$ cat config.mk
export PLATFORM = sky130hd
export DESIGN_NAME = http_chunked_body_decoder
export DESIGN_NICKNAME = d
export VERILOG_FILES = /design/src/sv/chdec_pkg.sv /design/src/sv/chdec_core.sv /design/src/sv/chdec_out_buf.sv /design/src/sv/http_chunked_body_decoder.sv
export SDC_FILE = /design/constraint.sdc
export NUM_CORES = 1
export LEC_CHECK = 0
export CORE_ASPECT_RATIO = 0.5
export CORE_UTILIZATION = 45
export CTS_BUF_LIST = sky130_fd_sc_hd__clkbuf_8
export CTS_CLUSTER_DIAMETER = 60
export DETAILED_ROUTE_END_ITERATION = 12
export DONT_BUFFER_PORTS = 1
export GPL_TIMING_DRIVEN = 0
export HOLD_SLACK_MARGIN = 0.03
export PLACE_DENSITY = 0.66
export SLEW_MARGIN = 10
export SYNTH_ARGS = -nofsm -noshare
export SYNTH_HDL_FRONTEND = slang
export SYNTH_SLANG_ARGS = --single-unit
$ cat constraint.sdc
create_clock -name aclk -period 3 [get_ports aclk]
set_clock_uncertainty 0.2 [all_clocks]
set_input_delay 0.3 -clock aclk [delete_from_list [all_inputs] [get_ports aclk]]
set_output_delay 0.3 -clock aclk [all_outputs]
set_load 0.03 [all_outputs]
$ cat src/sv/chdec_pkg.sv
// ----------------------------------------------------------------------------
// chdec_pkg
// Shared types, codes and helpers of the chunked body decoder.
// ----------------------------------------------------------------------------
package chdec_pkg;

    localparam int PHASE_W = 3;
    localparam logic [PHASE_W-1:0] PH_SIZE    = 3'd0;
    localparam logic [PHASE_W-1:0] PH_SIZE_CR = 3'd1;
    localparam logic [PHASE_W-1:0] PH_DATA    = 3'd2;
    localparam logic [PHASE_W-1:0] PH_TRAIL   = 3'd3;
    localparam logic [PHASE_W-1:0] PH_DONE    = 3'd4;

    localparam logic [2:0] ST_RUN     = 3'd0;
    localparam logic [2:0] ST_OK      = 3'd1;
    localparam logic [2:0] ST_MISSING = 3'd2;
    localparam logic [2:0] ST_INVALID = 3'd3;
    localparam logic [2:0] ST_TRUNC   = 3'd4;

    localparam logic [7:0] CHAR_CR = 8'h0D;
    localparam logic [7:0] CHAR_LF = 8'h0A;

    typedef struct packed {
        logic [7:0] out_byte;
        logic       byte_valid;
        logic [2:0] status;
        logic       final_res;
    } res_t;

    typedef struct packed {
        logic       is_hex;
        logic [3:0] value;
    } hex_t;

    function automatic hex_t hex_digit(input logic [7:0] b);
        hex_t h;
        h.is_hex = 1'b1;
        h.value  = 4'd0;
        if (b >= 8'h30 && b <= 8'h39) begin
            h.value = 4'(b - 8'h30);
        end else if (b >= 8'h61 && b <= 8'h66) begin
            h.value = 4'(b - 8'h57);
        end else if (b >= 8'h41 && b <= 8'h46) begin
            h.value = 4'(b - 8'h37);
        end else begin
            h.is_hex = 1'b0;
        end
        return h;
    endfunction

endpackage

$ cat src/sv/chdec_core.sv
// ----------------------------------------------------------------------------
// chdec_core
// Decoder state and the per-byte step: size line parsing, payload pass-through,
// trailer skip and the closing status.
// ----------------------------------------------------------------------------
module chdec_core #(
    parameter int SIZE_WIDTH = 32
) (
    input  logic               aclk,
    input  logic               aresetn,
    input  logic               in_take,
    input  logic [7:0]         in_byte,
    input  logic               in_last,
    output logic               res_push,
    output chdec_pkg::res_t    res_data
);

    logic [chdec_pkg::PHASE_W-1:0] phase_reg, phase_next;
    logic [SIZE_WIDTH-1:0]         accum_reg, accum_next;
    logic                          bad_reg, bad_next;
    logic                          digit_reg, digit_next;
    logic [SIZE_WIDTH-1:0]         left_reg, left_next;
    logic                          sent_reg, sent_next;

    chdec_pkg::hex_t        hex;
    logic                   take_bad_in;
    logic                   take_bad;
    logic                   take_digit;
    logic [SIZE_WIDTH-1:0]  take_accum;
    logic [SIZE_WIDTH-1:0]  left_dec;
    logic                   size_line_done;
    logic                   fin;
    logic                   valid;
    logic [2:0]             status;

    assign hex      = chdec_pkg::hex_digit(in_byte);
    assign left_dec = left_reg - SIZE_WIDTH'(1);

    // A CR not followed by LF poisons the line before the byte is taken
    assign take_bad_in = (phase_reg == chdec_pkg::PH_SIZE_CR) ? 1'b1 : bad_reg;

    always_comb begin
        take_bad   = take_bad_in;
        take_digit = digit_reg;
        take_accum = accum_reg;
        if (!hex.is_hex) begin
            take_bad = 1'b1;
        end else begin
            take_digit = 1'b1;
            if (!take_bad_in) begin
                if (accum_reg[SIZE_WIDTH-1 -: 4] != 4'd0) begin
                    take_bad = 1'b1;
                end else begin
                    take_accum = {accum_reg[SIZE_WIDTH-5:0], hex.value};
                end
            end
        end
    end

    always_comb begin
        phase_next     = phase_reg;
        accum_next     = accum_reg;
        bad_next       = bad_reg;
        digit_next     = digit_reg;
        left_next      = left_reg;
        sent_next      = sent_reg;
        size_line_done = 1'b0;
        fin            = 1'b0;
        valid          = 1'b0;
        status         = chdec_pkg::ST_RUN;

        unique case (phase_reg)
            chdec_pkg::PH_SIZE: begin
                if (in_byte == chdec_pkg::CHAR_CR) begin
                    phase_next = chdec_pkg::PH_SIZE_CR;
                end else begin
                    accum_next = take_accum;
                    bad_next   = take_bad;
                    digit_next = take_digit;
                end
            end
            chdec_pkg::PH_SIZE_CR: begin
                if (in_byte == chdec_pkg::CHAR_LF) begin
                    size_line_done = 1'b1;
                end else if (in_byte == chdec_pkg::CHAR_CR) begin
                    bad_next = 1'b1;
                end else begin
                    accum_next = take_accum;
                    bad_next   = take_bad;
                    digit_next = take_digit;
                    phase_next = chdec_pkg::PH_SIZE;
                end
            end
            chdec_pkg::PH_DATA: begin
                valid     = 1'b1;
                left_next = left_dec;
                if (left_dec == '0) begin
                    phase_next = chdec_pkg::PH_TRAIL;
                    left_next  = SIZE_WIDTH'(2);
                end
            end
            chdec_pkg::PH_TRAIL: begin
                left_next = left_dec;
                if (left_dec == '0) begin
                    phase_next = chdec_pkg::PH_SIZE;
                end
            end
            default: begin
            end
        endcase

        if (size_line_done) begin
            if (bad_reg || !digit_reg) begin
                fin        = 1'b1;
                status     = chdec_pkg::ST_INVALID;
                phase_next = chdec_pkg::PH_DONE;
            end else if (accum_reg == '0) begin
                fin        = 1'b1;
                status     = chdec_pkg::ST_OK;
                phase_next = chdec_pkg::PH_DONE;
            end else begin
                left_next  = accum_reg;
                phase_next = chdec_pkg::PH_DATA;
            end
            accum_next = '0;
            bad_next   = 1'b0;
            digit_next = 1'b0;
        end

        if (in_last && !fin && !sent_reg) begin
            fin = 1'b1;
            unique case (phase_next)
                chdec_pkg::PH_SIZE:
                    status = (digit_next || bad_next) ? chdec_pkg::ST_MISSING
                                                      : chdec_pkg::ST_OK;
                chdec_pkg::PH_SIZE_CR: status = chdec_pkg::ST_MISSING;
                chdec_pkg::PH_DATA:    status = chdec_pkg::ST_TRUNC;
                default:               status = chdec_pkg::ST_OK;
            endcase
        end

        if (fin) begin
            sent_next = 1'b1;
        end

        // End of body: drop all state back to the start of a size line
        if (in_last) begin
            phase_next = chdec_pkg::PH_SIZE;
            accum_next = '0;
            bad_next   = 1'b0;
            digit_next = 1'b0;
            left_next  = '0;
            sent_next  = 1'b0;
        end
    end

    always_ff @(posedge aclk) begin
        if (!aresetn) begin
            phase_reg <= chdec_pkg::PH_SIZE;
            accum_reg <= '0;
            bad_reg   <= 1'b0;
            digit_reg <= 1'b0;
            left_reg  <= '0;
            sent_reg  <= 1'b0;
        end else if (in_take) begin
            phase_reg <= phase_next;
            accum_reg <= accum_next;
            bad_reg   <= bad_next;
            digit_reg <= digit_next;
            left_reg  <= left_next;
            sent_reg  <= sent_next;
        end
    end

    assign res_push            = in_take && (valid || fin);
    assign res_data.out_byte   = valid ? in_byte : 8'd0;
    assign res_data.byte_valid = valid;
    assign res_data.status     = status;
    assign res_data.final_res  = fin;

endmodule

$ cat src/sv/chdec_out_buf.sv
// ----------------------------------------------------------------------------
// chdec_out_buf
// Two-entry result queue: decouples the decoder from a stalling receiver so
// that a byte can be taken every cycle while an entry is free.
// ----------------------------------------------------------------------------
module chdec_out_buf (
    input  logic            aclk,
    input  logic            aresetn,
    input  logic            push,
    input  chdec_pkg::res_t push_data,
    output logic            has_room,
    output logic            out_valid,
    input  logic            out_ready,
    output chdec_pkg::res_t out_data
);

    chdec_pkg::res_t mem [2];
    logic            wr_ptr_reg, wr_ptr_next;
    logic            rd_ptr_reg, rd_ptr_next;
    logic [1:0]      count_reg, count_next;
    logic            pop;

    assign has_room  = (count_reg != 2'd2);
    assign out_valid = (count_reg != 2'd0);
    assign out_data  = mem[rd_ptr_reg];
    assign pop       = out_valid && out_ready;

    always_comb begin
        wr_ptr_next = wr_ptr_reg ^ push;
        rd_ptr_next = rd_ptr_reg ^ pop;
        count_next  = count_reg + 2'(push) - 2'(pop);
    end

    always_ff @(posedge aclk) begin
        if (push) begin
            mem[wr_ptr_reg] <= push_data;
        end
    end

    always_ff @(posedge aclk) begin
        if (!aresetn) begin
            wr_ptr_reg <= 1'b0;
            rd_ptr_reg <= 1'b0;
            count_reg  <= 2'd0;
        end else begin
            wr_ptr_reg <= wr_ptr_next;
            rd_ptr_reg <= rd_ptr_next;
            count_reg  <= count_next;
        end
    end

endmodule

$ cat src/sv/http_chunked_body_decoder.sv
// ----------------------------------------------------------------------------
// http_chunked_body_decoder
// Decodes an HTTP/1.1 chunked body into its payload bytes and a closing status.
// ----------------------------------------------------------------------------
// Usage:
//   The s_ channel takes one raw body byte per item, s_tlast marking the last
//   byte of a body. Each payload byte gives one m_ item with m_tuser high; the
//   item that closes a body has m_tlast high and a non-zero status (ok,
//   missing size line, invalid size, truncated). A payload byte and the close
//   may share one item. Size lines, trailer bytes and bytes after the close
//   give no item. Payload bytes already sent before an error are to be
//   discarded by the receiver.
//   Output: a result is registered in the result queue before it shows on m_.
//   Throughput: one byte per cycle unless the queue is full; a byte's state
//   update is a single registered step (size digit shift or one count decrement).
//   Reset: state returns to the start of a size line and the result queue
//   empties. The decoder state does the same after every byte flagged s_tlast.
//   Stall: a two-entry result queue holds results while m_tready is low;
//   s_tready drops only once both entries are taken.
// ----------------------------------------------------------------------------
module http_chunked_body_decoder #(
    parameter int SIZE_WIDTH = 32
) (
    input  logic        aclk,
    input  logic        aresetn,
    input  logic        s_tvalid,
    output logic        s_tready,
    input  logic [7:0]  s_tdata,   // [7:0] in_byte
    input  logic        s_tlast,   // end_of_body
    output logic        m_tvalid,
    input  logic        m_tready,
    output logic [15:0] m_tdata,   // [7:0] out_byte, [10:8] status, rest zero
    output logic        m_tuser,   // byte_valid
    output logic        m_tlast    // final_res
);

    logic            take;
    logic            res_push;
    chdec_pkg::res_t res_data;
    chdec_pkg::res_t out_data;

    assign take = s_tvalid && s_tready;

    chdec_core #(
        .SIZE_WIDTH (SIZE_WIDTH)
    ) u_core (
        .aclk     (aclk),
        .aresetn  (aresetn),
        .in_take  (take),
        .in_byte  (s_tdata),
        .in_last  (s_tlast),
        .res_push (res_push),
        .res_data (res_data)
    );

    chdec_out_buf u_out_buf (
        .aclk      (aclk),
        .aresetn   (aresetn),
        .push      (res_push),
        .push_data (res_data),
        .has_room  (s_tready),
        .out_valid (m_tvalid),
        .out_ready (m_tready),
        .out_data  (out_data)
    );

    assign m_tdata = {5'd0, out_data.status, out_data.out_byte};
    assign m_tuser = out_data.byte_valid;
    assign m_tlast = out_data.final_res;

    // Closing items carry a real status, all others carry running status
    assert property (@(posedge aclk) disable iff (!aresetn)
        m_tvalid && m_tlast |-> m_tdata[10:8] != chdec_pkg::ST_RUN)
        else $error("closing item without status");

    // An item that does not close the body must carry a payload byte
    assert property (@(posedge aclk) disable iff (!aresetn)
        m_tvalid && !m_tlast |-> m_tuser && m_tdata[10:8] == chdec_pkg::ST_RUN)
        else $error("empty non-closing item");

    // A result pushed into an empty queue shows on the next cycle
    assert property (@(posedge aclk) disable iff (!aresetn)
        res_push && !m_tvalid |=> m_tvalid)
        else $error("pushed result lost");

    // Results are only produced for accepted bytes
    assert property (@(posedge aclk) disable iff (!aresetn)
        res_push |-> take)
        else $error("result without accepted byte");

endmodule
; ---- Word level (Yosys, flattened, before mapping)
; Memory sizes are Yosys's and may differ from the RTL's. A register that Yosys moved wholly into a read port is not among the register bits.
; Index checks and enable logic that the tools add are counted.
; Widths: inputs -> output; s select.
[classes]
addsub = 6
eq_ne = 9
magnitude_cmp = 6
bitwise_logic = 2
n_reduce_logical = 24
n_mux = 65
[ops]
columns = operator, count
row1 = $mux 32, 12
row2 = $pmux 32 s2, 2
row3 = $logic_not 32->1, 2
row4 = $mux 3, 12
row5 = $sub 32x1->32 const B, 1
row6 = $mux 1, 30
row7 = $eq 8x4->1 const B, 2
row8 = $ge 8x7->1 const B, 2
row9 = $le 8x7->1 const B, 2
row10 = $mux 4, 3
row11 = $pmux 3 s4, 1
row12 = $eq 3x2->1 const B, 3
row13 = $pmux 3 s3, 1
row14 = $ge 8x6->1 const B, 1
row15 = $le 8x6->1 const B, 1
row16 = $logic_and 1x1->1, 8
row17 = $mux 8, 1
row18 = $reduce_bool 4->1, 2
row19 = $sub 4x3->4 const B, 2
row20 = $eq 3x1->1 const B, 2
row21 = $logic_not 3->1, 2
row22 = $ne 4x3->1 const B, 1
row23 = $pmux 1 s2, 2
row24 = $reduce_bool 2->1, 2
row25 = other kinds (10), 15
[word_totals]
regBits = 74
n_memories = 1
ramBits = 26
output_inout_bits = 20
[memory_table]
columns = memory, depth, word_bits, read_ports, rd_ports_with_merged_regs, write_ports, line_no
row1 = u_out_buf.mem, 2, 13, 1, 1, 1, chdec_out_buf.sv:17  ; chdec_pkg::res_t mem [2];

; ---- Logic depth before layout (Yosys ltp)
; Gate-level depths: netlist of the first run.
[depth]
depth_word = 14
ltp_mapped = 11
ltp_nobuf = 10

; ---- Hierarchy
; A second synthesis of the first run with hierarchy kept.
[unflattened]
cells_unflattened = 666
hier_area_um2 = 5962.0
[modules_own_cells]
columns = module, cells_each, seq_area_each_um2, n_inst, area_per_inst_um2
row1 = chdec_core, 596, 1401.3, 1, 4728.3
row2 = chdec_out_buf, 63, 880.8, 1, 1186.1
row3 = http_chunked_body_decoder, 7, 0.0, 1, 47.5

; ---- Worst setup path before layout of the first run
; OpenSTA, ideal clock, no wires.
[synth_path]
path_kind = register to register
start = register u_core.left_reg[2]
end = register u_core.left_reg[15]
path_slack_ns = -0.275
synth_period_minus_slack_ns = 3.275
setup_time_ns = 0.115
t_required_ns = 2.685
stages_incl_launch_ff = 12
t_arrival_ns = 2.961
cell_sequence = dfxtp_1 buf_6 or4_4 or3_1 buf_6 nor4_1 xnor2_1 nand4_2 nor4b_4 buf_6 o22ai_2 o21a_1
[synth_between]
elab_chain_cells = 8
[synth_lines]
columns = item, line_no
row1 = start: declaration, chdec_core.sv:22  ; logic [SIZE_WIDTH-1:0] left_reg, left_next;
row2 = start signal: assignment, chdec_core.sv:170  ; left_reg <= left_next;
row3 = $sub 32x1->32 (*), chdec_core.sv:37  ; assign left_dec = left_reg - SIZE_WIDTH'(1);
row4 = $logic_not 32->1, chdec_core.sv:97  ; if (left_dec == '0) begin
row5 = $mux 32, chdec_core.sv:97
row6 = $pmux 32 s2 (*), chdec_core.sv:72  ; unique case (phase_reg)
row7 = $mux 32, chdec_core.sv:117  ; end else if (accum_reg == '0) begin
row8 = $mux 32, chdec_core.sv:113  ; if (bad_reg || !digit_reg) begin
row9 = $mux 32 (*), chdec_core.sv:112  ; if (size_line_done) begin
row10 = $mux 32 (*), chdec_core.sv:147  ; if (in_last) begin
; Mark *: on every way between the ends. The rest lies on a longest branch, timed or not.
; A chain may end at the register's enable or synchronous reset.

==> impl_metrics.json, run 1 <==
{
  "outcome": "finished, violations left",
  "clk_latency_ns": 0.38,
  "setup_viol": 34,
  "start_util": 0.4672,
  "clockRootBuffer": "clkbuf_8",
  "max_cap_violations": 0,
  "setup_slack_ns": -0.4079,
  "antenna_found_initial": 0,
  "hold_viol_final": 0,
  "port_buffers": 0,
  "cts_buffers": 9,
  "final_util": 0.5474,
  "firstDrtPassIters": 5,
  "crit_required_ns": 2.98,
  "power_frac_comb": 0.192,
  "ioPinCount": 33,
  "nFillCells": 1158,
  "yosys_warnings": 0,
  "die_w_um": 165.1,
  "ff_latch_area_um2": 2300,
  "period_share": 1.136,
  "setup_tns_ns": -11.04,
  "hpwlAfterDp_um": 12430,
  "slew_viol_final": 0,
  "critical_path_arrival_ns": 3.39,
  "htree_levels": 3,
  "hold_class": "in2reg",
  "num_vias": 5498,
  "first_global_vias": 5011,
  "track_usage": 0.2601,
  "drc": 0,
  "ys.flop_type": "dfxtp_1",
  "final_nets": 740,
  "synth_edf_count": 26,
  "layout_min_cycle_time_ns": 3.408,
  "drive_above_1_share": 0.2091,
  "fp.dieH_um": 83.55,
  "antenna_cells": 0,
  "grt_max_degree": 19,
  "synth_top_area_share": 0.2509,
  "critPathLaunchType": "flip-flop",
  "powerDensity_nw_per_um2": 410.3,
  "dieArea_um2": 13790,
  "cp-end-kind": "flip-flop",
  "grt_overflow": 0,
  "wl_per_cell_um": 19.99,
  "postRouteAntennaNets": 0,
  "final_area_um2": 7012,
  "multi_input_area_um2": 3682,
  "drt-total-wl_um": 17830,
  "stdcell_count": 892,
  "clock_path_buffers": 2,
  "fmax_ghz": 0.2934,
  "ys_types": 63,
  "yosys.area.top_type": "dfxtp_1",
  "syn_avg_cell_area_um2": 8.866,
  "synthCells": 675,
  "p_sw_frac": 0.3262,
  "path_common_cell": "buf_4",
  "synth_area_um2": 5984,
  "rows": 29,
  "syn2layout_area_growth_pct": 17.16,
  "violations": "negative setup slack",
  "clk_pin_slew_ns": 0.11,
  "via_per_inst": 6.164,
  "cp_slowest_cell": "or4_4",
  "yosysSeqAreaShare": 0.3814,
  "p_int_w": 0.001938,
  "p_leak_nw": 2.443,
  "clockPowerShare": 0.300,
  "tightest_slew_ns": 0.7691,
  "place_inst": 850,
  "ys_ff_latch": 101,
  "async_flop_share": 0,
  "rsz0062_at_grt": "true",
  "ir_worst_vdd_mv": 0.3722,
  "crit_chain": "or4_4 > or3_4 > buf_12 > o31ai_4 > nand3_1 > nor4_4 > buf_4 > buf_4 > a31oi_1 > o32ai_2",
  "routabilityCongestion": 0.9500,
  "cts_tree": "yes",
  "slowest_delay_ns": 0.56,
  "grt_pass1_wl_um": 27500,
  "p_sw_w": 0.0009386,
  "pwr-share-seq": 0.507,
  "relSlewSlack": 0.4872,
  "worstPathMaxFanout": 6,
  "place_area_um2": 6265,
  "first_iter_violations": 418,
  "cts.sinks": 101,
  "criticalPathCategory": "reg2reg",
  "synthTopCellsByArea": "dfxtp_1 (25%), edfxtp_1 (13%), a21boi_0 (4.6%), nand2_1 (4.0%), xnor2_1 (3.8%)",
  "core_area_um2": 12810
}
## cells by family after synthesis
logic type                 count (synthesis)  synth area share
AOI/OAI and AO/OA                        146            0.1796
xor gates and xnor gates                  36           0.05269
adders and majority gates                 10           0.02091
buffers and inverters                     75           0.05729
DFF                                      101            0.3814
muxes                                     14           0.02613
other                                      1         0.0006266
and+or+nand+nor                          292            0.2814
## worst paths after layout
| path | startpoint | endpoint | slack [ns] | cells after the start |
|---|---|---|---|---|
| worst min register to register | u_core.bad_reg | u_core.bad_reg | 0.29 | 2 |
| worst min-delay path | s_tdata[2] | u_core.accum_reg[2] | 0.09 | 4 |
| worst max-delay path | u_core.left_reg[7] | u_out_buf.mem[1][2] | -0.41 | 10 |
| worst max register to register | u_core.left_reg[7] | u_out_buf.mem[1][2] | -0.41 | 10 |
## what timing repair did
item / 4_1_cts / 5_1_grt
pin swaps: 12 / 16
buffers inserted: 19 / 8
hold buffers: 7 / 0
cloned: 1 / 0
hold endpoints to repair: 14 / 0
endpoints found under the setup margin: 98 / 99
resized for setup: 33 / 41
## cells in the final DEF (no fill, tap or decap), types with 6 or more instances in the layout
cell type and instances:
o21a_1 24, a22o_1 22, a21boi_0 36, nor2b_1 13
mux2_2 13, a21oi_1 10, or2_2 6, nand3_1 36
nor2_1 30, dlygate4sd3_1 7, nor3_2 18, edfxtp_1 26
ha_1 7, clkbuf_1 31, nor3_1 22, buf_4 28
inv_1 18, nor4_4 6, and2_1 12, nand2_1 62
xnor2_1 25, clkbuf_8 10, o21ai_0 16, xor2_1 10
or4_4 6, nor4_1 18, nor4b_1 7, nand4_1 11
dfxtp_1 69
## through the flow
step                hold slack [ns]  total power (W)  setup slack [ns]
global route                 0.1048         0.002983           -0.5057
floorplan                    0.2414         0.001902           -0.1109
finish                      0.09200         0.002877           -0.4079
CTS                         0.07868         0.002884           -0.4903
detailed placement           0.2784         0.002020            -1.041
global placement             0.2577         0.002009           -0.8738
## power by group through the flow
stage	sequential [W]	combinational (W)	clock [W]
2_1_floorplan	0.00149	0.000417	0
3_3_place_gp	0.00149	0.000516	0
5_1_grt	0.00147	0.000591	0.000926
4_1_cts	0.00146	0.000544	0.000880
6_report	0.00146	0.000554	0.000864
3_5_place_dp	0.00149	0.000525	0
## final cells by class
type                            count  area share
Multi-Input combinational cell    503      0.5252
Inverter                           19     0.01017
Tap cell                          170     0.03034
Sequential cell                   101      0.3280
Timing Repair Buffer               36     0.04693
Buffer                             47     0.03248
Clock buffer                       10     0.01963
Clock inverter                      6    0.007316
## Yosys cell counts, drive strengths merged, types with 11 or more instances
cell type	n
dfxtp	75
nand2	63
nor3	41
clkbuf	40
a21boi	38
nand3	37
nor2	34
nor4	27
edfxtp	26
xnor2	26
o21a	24
a22o	22
o21ai	21
inv	19
buf	16
nor2b	14
mux2	13
and2	12
nand4	12
a21oi	11
or4	11
## layer usage
layer | up-vias | GRT usage | wire length [µm]
li1 | 2535 | - | -
met1 | 2640 | 0.3656 | 7931
met2 | 282 | 0.3956 | 7768
met3 | 41 | 0.05117 | 1656
met4 | 0 | 0.08757 | 471
met5 | - | 0 | 0
## worst max-delay path: cells and delay by family, from the launching register on
kind                   cells  cell delay (ns)
AO/OA/AOI/OAI              3             0.61
buffers and inverters      3             0.43
flip-flops                 1             0.38
AND/OR/NAND/NOR            4             1.58
Note: power is estimated with default switching activity, not from simulation.
==> inputs of run 2 (changes only) <==
Settings changed: CELL_PAD_IN_SITES_DETAIL_PLACEMENT from default to 1, CELL_PAD_IN_SITES_GLOBAL_PLACEMENT from default to 1, CTS_CLUSTER_SIZE from default to 40, PLACE_DENSITY 0.66 to 0.81.
==> impl_metrics.json, run 2 (synthesis results as in run 1) <==
{
  "path_buf_inv": 3,
  "cts_tree": "yes",
  "max_cap_violations": 0,
  "place_inst": 850,
  "wl_per_cell_um": 23.40,
  "clk_pin_slew_ns": 0.11,
  "ir_worst_vdd_mv": 0.3723,
  "start_util": 0.4672,
  "worstPathMaxFanout": 6,
  "final_nets": 744,
  "die_w_um": 165.1,
  "via_per_inst": 6.398,
  "p_sw_w": 0.0009494,
  "crit_family": "simple AND/OR/NAND/NOR gates",
  "dieArea_um2": 13790,
  "num_vias": 5733,
  "rsz0062_at_grt": "true",
  "period_share": 1.179,
  "multi_input_area_um2": 3712,
  "clock_path_buffers": 2,
  "slew_viol_final": 0,
  "hold_slack_ns": 0.03809,
  "place_area_um2": 6267,
  "firstDrtPassIters": 5,
  "powerDensity_nw_per_um2": 401.7,
  "drc": 0,
  "cts_buffers": 9,
  "clockPowerShare": 0.291,
  "critical_path_arrival_ns": 3.63,
  "r2r_setup_slack_ns": -0.54,
  "setup_viol": 63,
  "slowest_delay_ns": 0.55,
  "cp-end-kind": "flip-flop",
  "hpwlAfterDp_um": 14200,
  "relSlewSlack": 0.3237,
  "p_total_w": 0.002848,
  "ioPinCount": 33,
  "pwr-share-seq": 0.513,
  "layout_commonest_cell": "dfxtp_1",
  "htree_levels": 3,
  "syn2layout_area_growth_pct": 18.48,
  "clockRootBuffer": "clkbuf_8",
  "hold_start": "s_tdata[6]",
  "grt_overflow": 0,
  "tightest_slew_ns": 1.004,
  "path_depth": 11,
  "ff_latch_area_um2": 2300,
  "layout_min_cycle_time_ns": 3.537,
  "track_usage": 0.2937,
  "first_global_vias": 5545,
  "p_leak_nw": 2.456,
  "crit_chain": "or4_4 > or3_4 > buf_4 > o31ai_4 > nand4_1 > nor4_4 > buf_4 > and3_4 > buf_4 > o211ai_1 > a21boi_0",
  "fp.dieH_um": 83.55,
  "clk_latency_ns": 0.38,
  "final_area_um2": 7091,
  "rows": 29,
  "fmax_ghz": 0.2827,
  "p_int_w": 0.001899,
  "violations": "negative setup slack",
  "postRouteAntennaNets": 0,
  "nFillCells": 1457,
  "drive_above_1_share": 0.2273,
  "core_area_um2": 12810,
  "p_sw_frac": 0.3333,
  "power_frac_comb": 0.195,
  "crit_required_ns": 3.09,
  "cts.sinks": 101,
  "r2r_cells": 11,
  "grt_pass1_wl_um": 30960,
  "worstReg2RegStart": "u_core.left_reg[6]",
  "antenna_found_initial": 0,
  "min_to": "u_out_buf.mem[1][11]",
  "antenna_cells": 0,
  "critPathLaunchType": "flip-flop",
  "stdcell_count": 896,
  "routabilityCongestion": 0.9261,
  "criticalPathCategory": "reg2reg",
  "path_common_cell": "buf_4",
  "drt-total-wl_um": 20970,
  "setup_slack_ns": -0.5367,
  "grt_max_degree": 18,
  "cp_slowest_cell": "or4_4",
  "regToRegEndpoint": "u_core.left_reg[1]",
  "hold_class": "in2reg",
  "final_cell_mix": "dfxtp_1 (69), nand2_1 (62), a21boi_0 (36)",
  "worstHoldPathCells": 2,
  "port_buffers": 0,
  "hold_viol_final": 0,
  "outcome": "finished, violations left",
  "dp_slack_ns": -1.036,
  "first_iter_violations": 461
}
## run 2: changes by cell type in the layout (fill, tap and decap cells not counted), sizes merged
| cell | previous run | this run |
|---|---|---|
| inv | 23 | 20 |
| dlygate4sd3 | 7 | 5 |
| clkinvlp | 0 | 1 |
| buf | 41 | 46 |
| clkinv | 2 | 5 |
## run 2: worst register-to-register path: cells and delay by family (launching register included)
family	cells	cell delay (ns)
simple gates	5	1.85
compound gates	3	0.54
buf+inv	3	0.47
flops	1	0.38
## run 2: power by group through the flow
stage / registers [W] / clock network, W / logic [W]
after CTS: 0.00146 / 0.000831 / 0.000549
after global placement: 0.00149 / 0 / 0.000519
final: 0.00146 / 0.000830 / 0.000557
after detailed placement: 0.00150 / 0 / 0.000530
after global routing: 0.00147 / 0.000888 / 0.000591
after floorplan: 0.00149 / 0 / 0.000417
## run 2: stage by stage
step | util | TNS, ns
finish | 0.5536 | -21.71
global route | 0.5536 | -27.90
CTS | 0.5310 | -17.47
detailed placement | 0.4893 | -72.70
global placement | 0.4882 | -64.93
floorplan | - | -2.218
## run 2: how the worst max path moves through the flow
stage / to / startpoint
global route: u_core.left_reg[1] / u_core.left_reg[6]
finish: u_core.left_reg[1] / u_core.left_reg[6]
detailed placement: u_out_buf.mem[1][3] / u_core.accum_reg[28]
CTS: u_core.left_reg[0] / u_core.left_reg[0]
floorplan: u_core.left_reg[15] / u_core.left_reg[8]
global placement: u_out_buf.mem[0][2] / u_core.left_reg[1]
## run 2: routing by layer
| layer | part of all wire | vias up | track usage |
|---|---|---|---|
| met5 | 0 | - | 0 |
| met4 | 0.027 | 0 | 0.09174 |
| met3 | 0.078 | 58 | 0.05564 |
| met2 | 0.47 | 289 | 0.4785 |
| met1 | 0.43 | 2847 | 0.3907 |
| li1 | - | 2539 | - |
## run 2: timing repair
action | 4_1_cts | 5_1_grt
setup endpoints to repair | 99 | 97
resized for setup | 47 | 37
pin swaps | 8 | 24
hold buffers | 5 | 0
cloned | 0 | 1
buffers inserted | 14 | 17
hold endpoints to repair | 10 | 0
## run 2: area by class of cell
| type | instances | share of cell area |
|---|---|---|
| Sequential cell | 101 | 0.3243 |
| Inverter | 19 | 0.01006 |
| Tap cell | 170 | 0.03000 |
| Timing Repair Buffer | 38 | 0.05241 |
| Multi-Input combinational cell | 503 | 0.5236 |
| Buffer | 49 | 0.03441 |
| Clock buffer | 9 | 0.01747 |
| Clock inverter | 7 | 0.007764 |
==> inputs of run 3 (changes only) <==
Settings changed: PLACE_DENSITY 0.81 to default, PLACE_DENSITY_LB_ADDON from default to 0.1.
Clock period 3 ns to 3.87 ns, I/O delays scaled along.
==> impl_metrics.json, run 3 (synthesis results as in run 1) <==
{
  "crit_chain": "nor4_2 > nand4_1 > o21ai_0 > nor2b_1 > a21oi_1 > a21oi_1 > ha_1",
  "regToRegEndpoint": "u_out_buf.mem[1][1]",
  "cts.sinks": 101,
  "min_to": "u_out_buf.mem[1][11]",
  "worstHoldPathCells": 2,
  "crit_required_ns": 3.71,
  "critPathLaunchType": "flip-flop",
  "cts_buffers": 9,
  "r2r_cells": 7,
  "ir_worst_vdd_mv": 0.2282,
  "htree_levels": 3,
  "via_per_inst": 6.061,
  "syn2layout_area_growth_pct": 9.659,
  "hpwlAfterDp_um": 14170,
  "power_frac_comb": 0.184,
  "critical_path_arrival_ns": 3.63,
  "drive_above_1_share": 0.1289,
  "p_leak_nw": 2.250,
  "core_area_um2": 12810,
  "drt-total-wl_um": 19090,
  "start_util": 0.4672,
  "routabilityCongestion": 0.9093,
  "hold_class": "in2reg",
  "grt_pass1_wl_um": 30170,
  "grt_overflow": 0,
  "postRouteAntennaNets": 0,
  "die_w_um": 165.1,
  "antenna_found_initial": 0,
  "max_cap_violations": 0,
  "slowest_delay_ns": 0.70,
  "hold_start": "s_tdata[6]",
  "criticalPathCategory": "reg2reg",
  "fp.dieH_um": 83.55,
  "path_common_cell": "a21oi_1",
  "dieArea_um2": 13790,
  "cts_tree": "yes",
  "antenna_cells": 0,
  "num_vias": 5309,
  "pwr-share-seq": 0.498,
  "clk_latency_ns": 0.40,
  "rows": 29,
  "worstReg2RegStart": "u_core.accum_reg[28]",
  "p_int_w": 0.001498,
  "port_buffers": 0,
  "drc": 0,
  "place_area_um2": 6226,
  "worstPathMaxFanout": 13,
  "cp-end-kind": "flip-flop",
  "tightest_slew_ns": 0.8747,
  "clockRootBuffer": "clkbuf_8",
  "first_global_vias": 5325,
  "crit_family": "simple AND/OR/NAND/NOR gates",
  "firstDrtPassIters": 4,
  "fmax_ghz": 0.2639,
  "clk_pin_slew_ns": 0.12,
  "clock_path_buffers": 2,
  "rsz0062_at_grt": "true",
  "wl_per_cell_um": 21.79,
  "period_share": 0.9793,
  "final_nets": 724,
  "hold_slack_ns": 0.08694,
  "grt_max_degree": 22,
  "slew_viol_final": 0,
  "final_area_um2": 6563,
  "r2r_setup_slack_ns": 0.08,
  "clockPowerShare": 0.318,
  "first_iter_violations": 333,
  "setup_viol": 0,
  "cp_slowest_cell": "nor4_2",
  "p_sw_frac": 0.3426,
  "layout_commonest_cell": "dfxtp_1",
  "hold_viol_final": 0,
  "path_buf_inv": 0,
  "relSlewSlack": 0.4107,
  "outcome": "completed",
  "layout_min_cycle_time_ns": 3.790,
  "ioPinCount": 33,
  "nFillCells": 1516,
  "stdcell_count": 876,
  "place_inst": 850,
  "track_usage": 0.2874,
  "final_cell_mix": "dfxtp_1 (75), nand2_1 (63), clkbuf_1 (39)",
  "p_sw_w": 0.0007809,
  "powerDensity_nw_per_um2": 347.3
}
==> run 3: area by class of cell <==
class                      instances  area, µm²  area share
multi-input combinational        503       3418      0.5209
sequential                       101       2282      0.3478
buffer                            56      272.8     0.04156
tap                              170      212.7     0.03241
clock buffer                       9      123.9     0.01888
timing repair buffer              11      95.09     0.01449
clock inverter                     7      86.33     0.01316
inverter                          19      71.32     0.01087
==> run 3: worst max path at each step <==
stage	startpoint	to	slack, ns	cells past startpoint
floorplan	u_core.left_reg[2]	u_core.left_reg[15]	0.59	11
CTS	u_core.left_reg[19]	u_out_buf.mem[0][2]	0.03	9
global placement	s_tdata[0]	u_core.accum_reg[30]	-0.18	10
global route	u_core.phase_reg[2]	u_core.accum_reg[28]	-0.07	9
detailed placement	s_tdata[0]	u_core.accum_reg[25]	-0.22	10
finish	u_core.accum_reg[28]	u_out_buf.mem[1][1]	0.08	7
==> run 3: metrics by stage <==
| stage | worst slack (ns) | total power [W] | setup TNS, ns | utilization |
|---|---|---|---|---|
| 2_1_floorplan | 0.5945 | 0.001474 | 0 | - |
| 3_3_place_gp | -0.1828 | 0.001561 | -4.650 | 0.4850 |
| 3_5_place_dp | -0.2152 | 0.001573 | -7.711 | 0.4861 |
| 4_1_cts | 0.02894 | 0.002291 | 0 | 0.5091 |
| 5_1_grt | -0.06819 | 0.002364 | -0.4459 | 0.5124 |
| 6_report | 0.08019 | 0.002279 | 0 | 0.5124 |
==> run 3: metal layers <==
| layer | vias to the layer above | wire, µm | track usage | part of all wire |
|---|---|---|---|---|
| li1 | 2497 | - | - | - |
| met1 | 2652 | 9470 | 0.4146 | 0.50 |
| met2 | 137 | 8279 | 0.4412 | 0.43 |
| met3 | 23 | 1136 | 0.05912 | 0.060 |
| met4 | 0 | 205 | 0.05588 | 0.011 |
| met5 | - | 0 | 0 | 0 |
==> run 3: power by group through the flow <==
stage          logic [W]  clock network, W  registers [W]
4_1_cts         0.000420          0.000735        0.00114
2_1_floorplan   0.000323                 0        0.00115
3_3_place_gp    0.000404                 0        0.00116
6_report        0.000420          0.000724        0.00113
3_5_place_dp    0.000414                 0        0.00116
5_1_grt         0.000450          0.000775        0.00114
==> run 3: worst register-to-register path, cell delays in order (launching register included) <==
cell and delay (ns):
dfxtp_1 0.37, nor4_2 0.70, nand4_1 0.19, o21ai_0 0.59, nor2b_1 0.31, a21oi_1 0.14, a21oi_1 0.31, ha_1 0.63
==> run 3: what timing repair did <==
action	4_1_cts	5_1_grt
resized for setup	2	6
hold buffers	5	0
pin swaps	2	1
buffers inserted	3	2
setup endpoints to repair	51	42
endpoints found under the hold margin	10	0
cloned	0	0
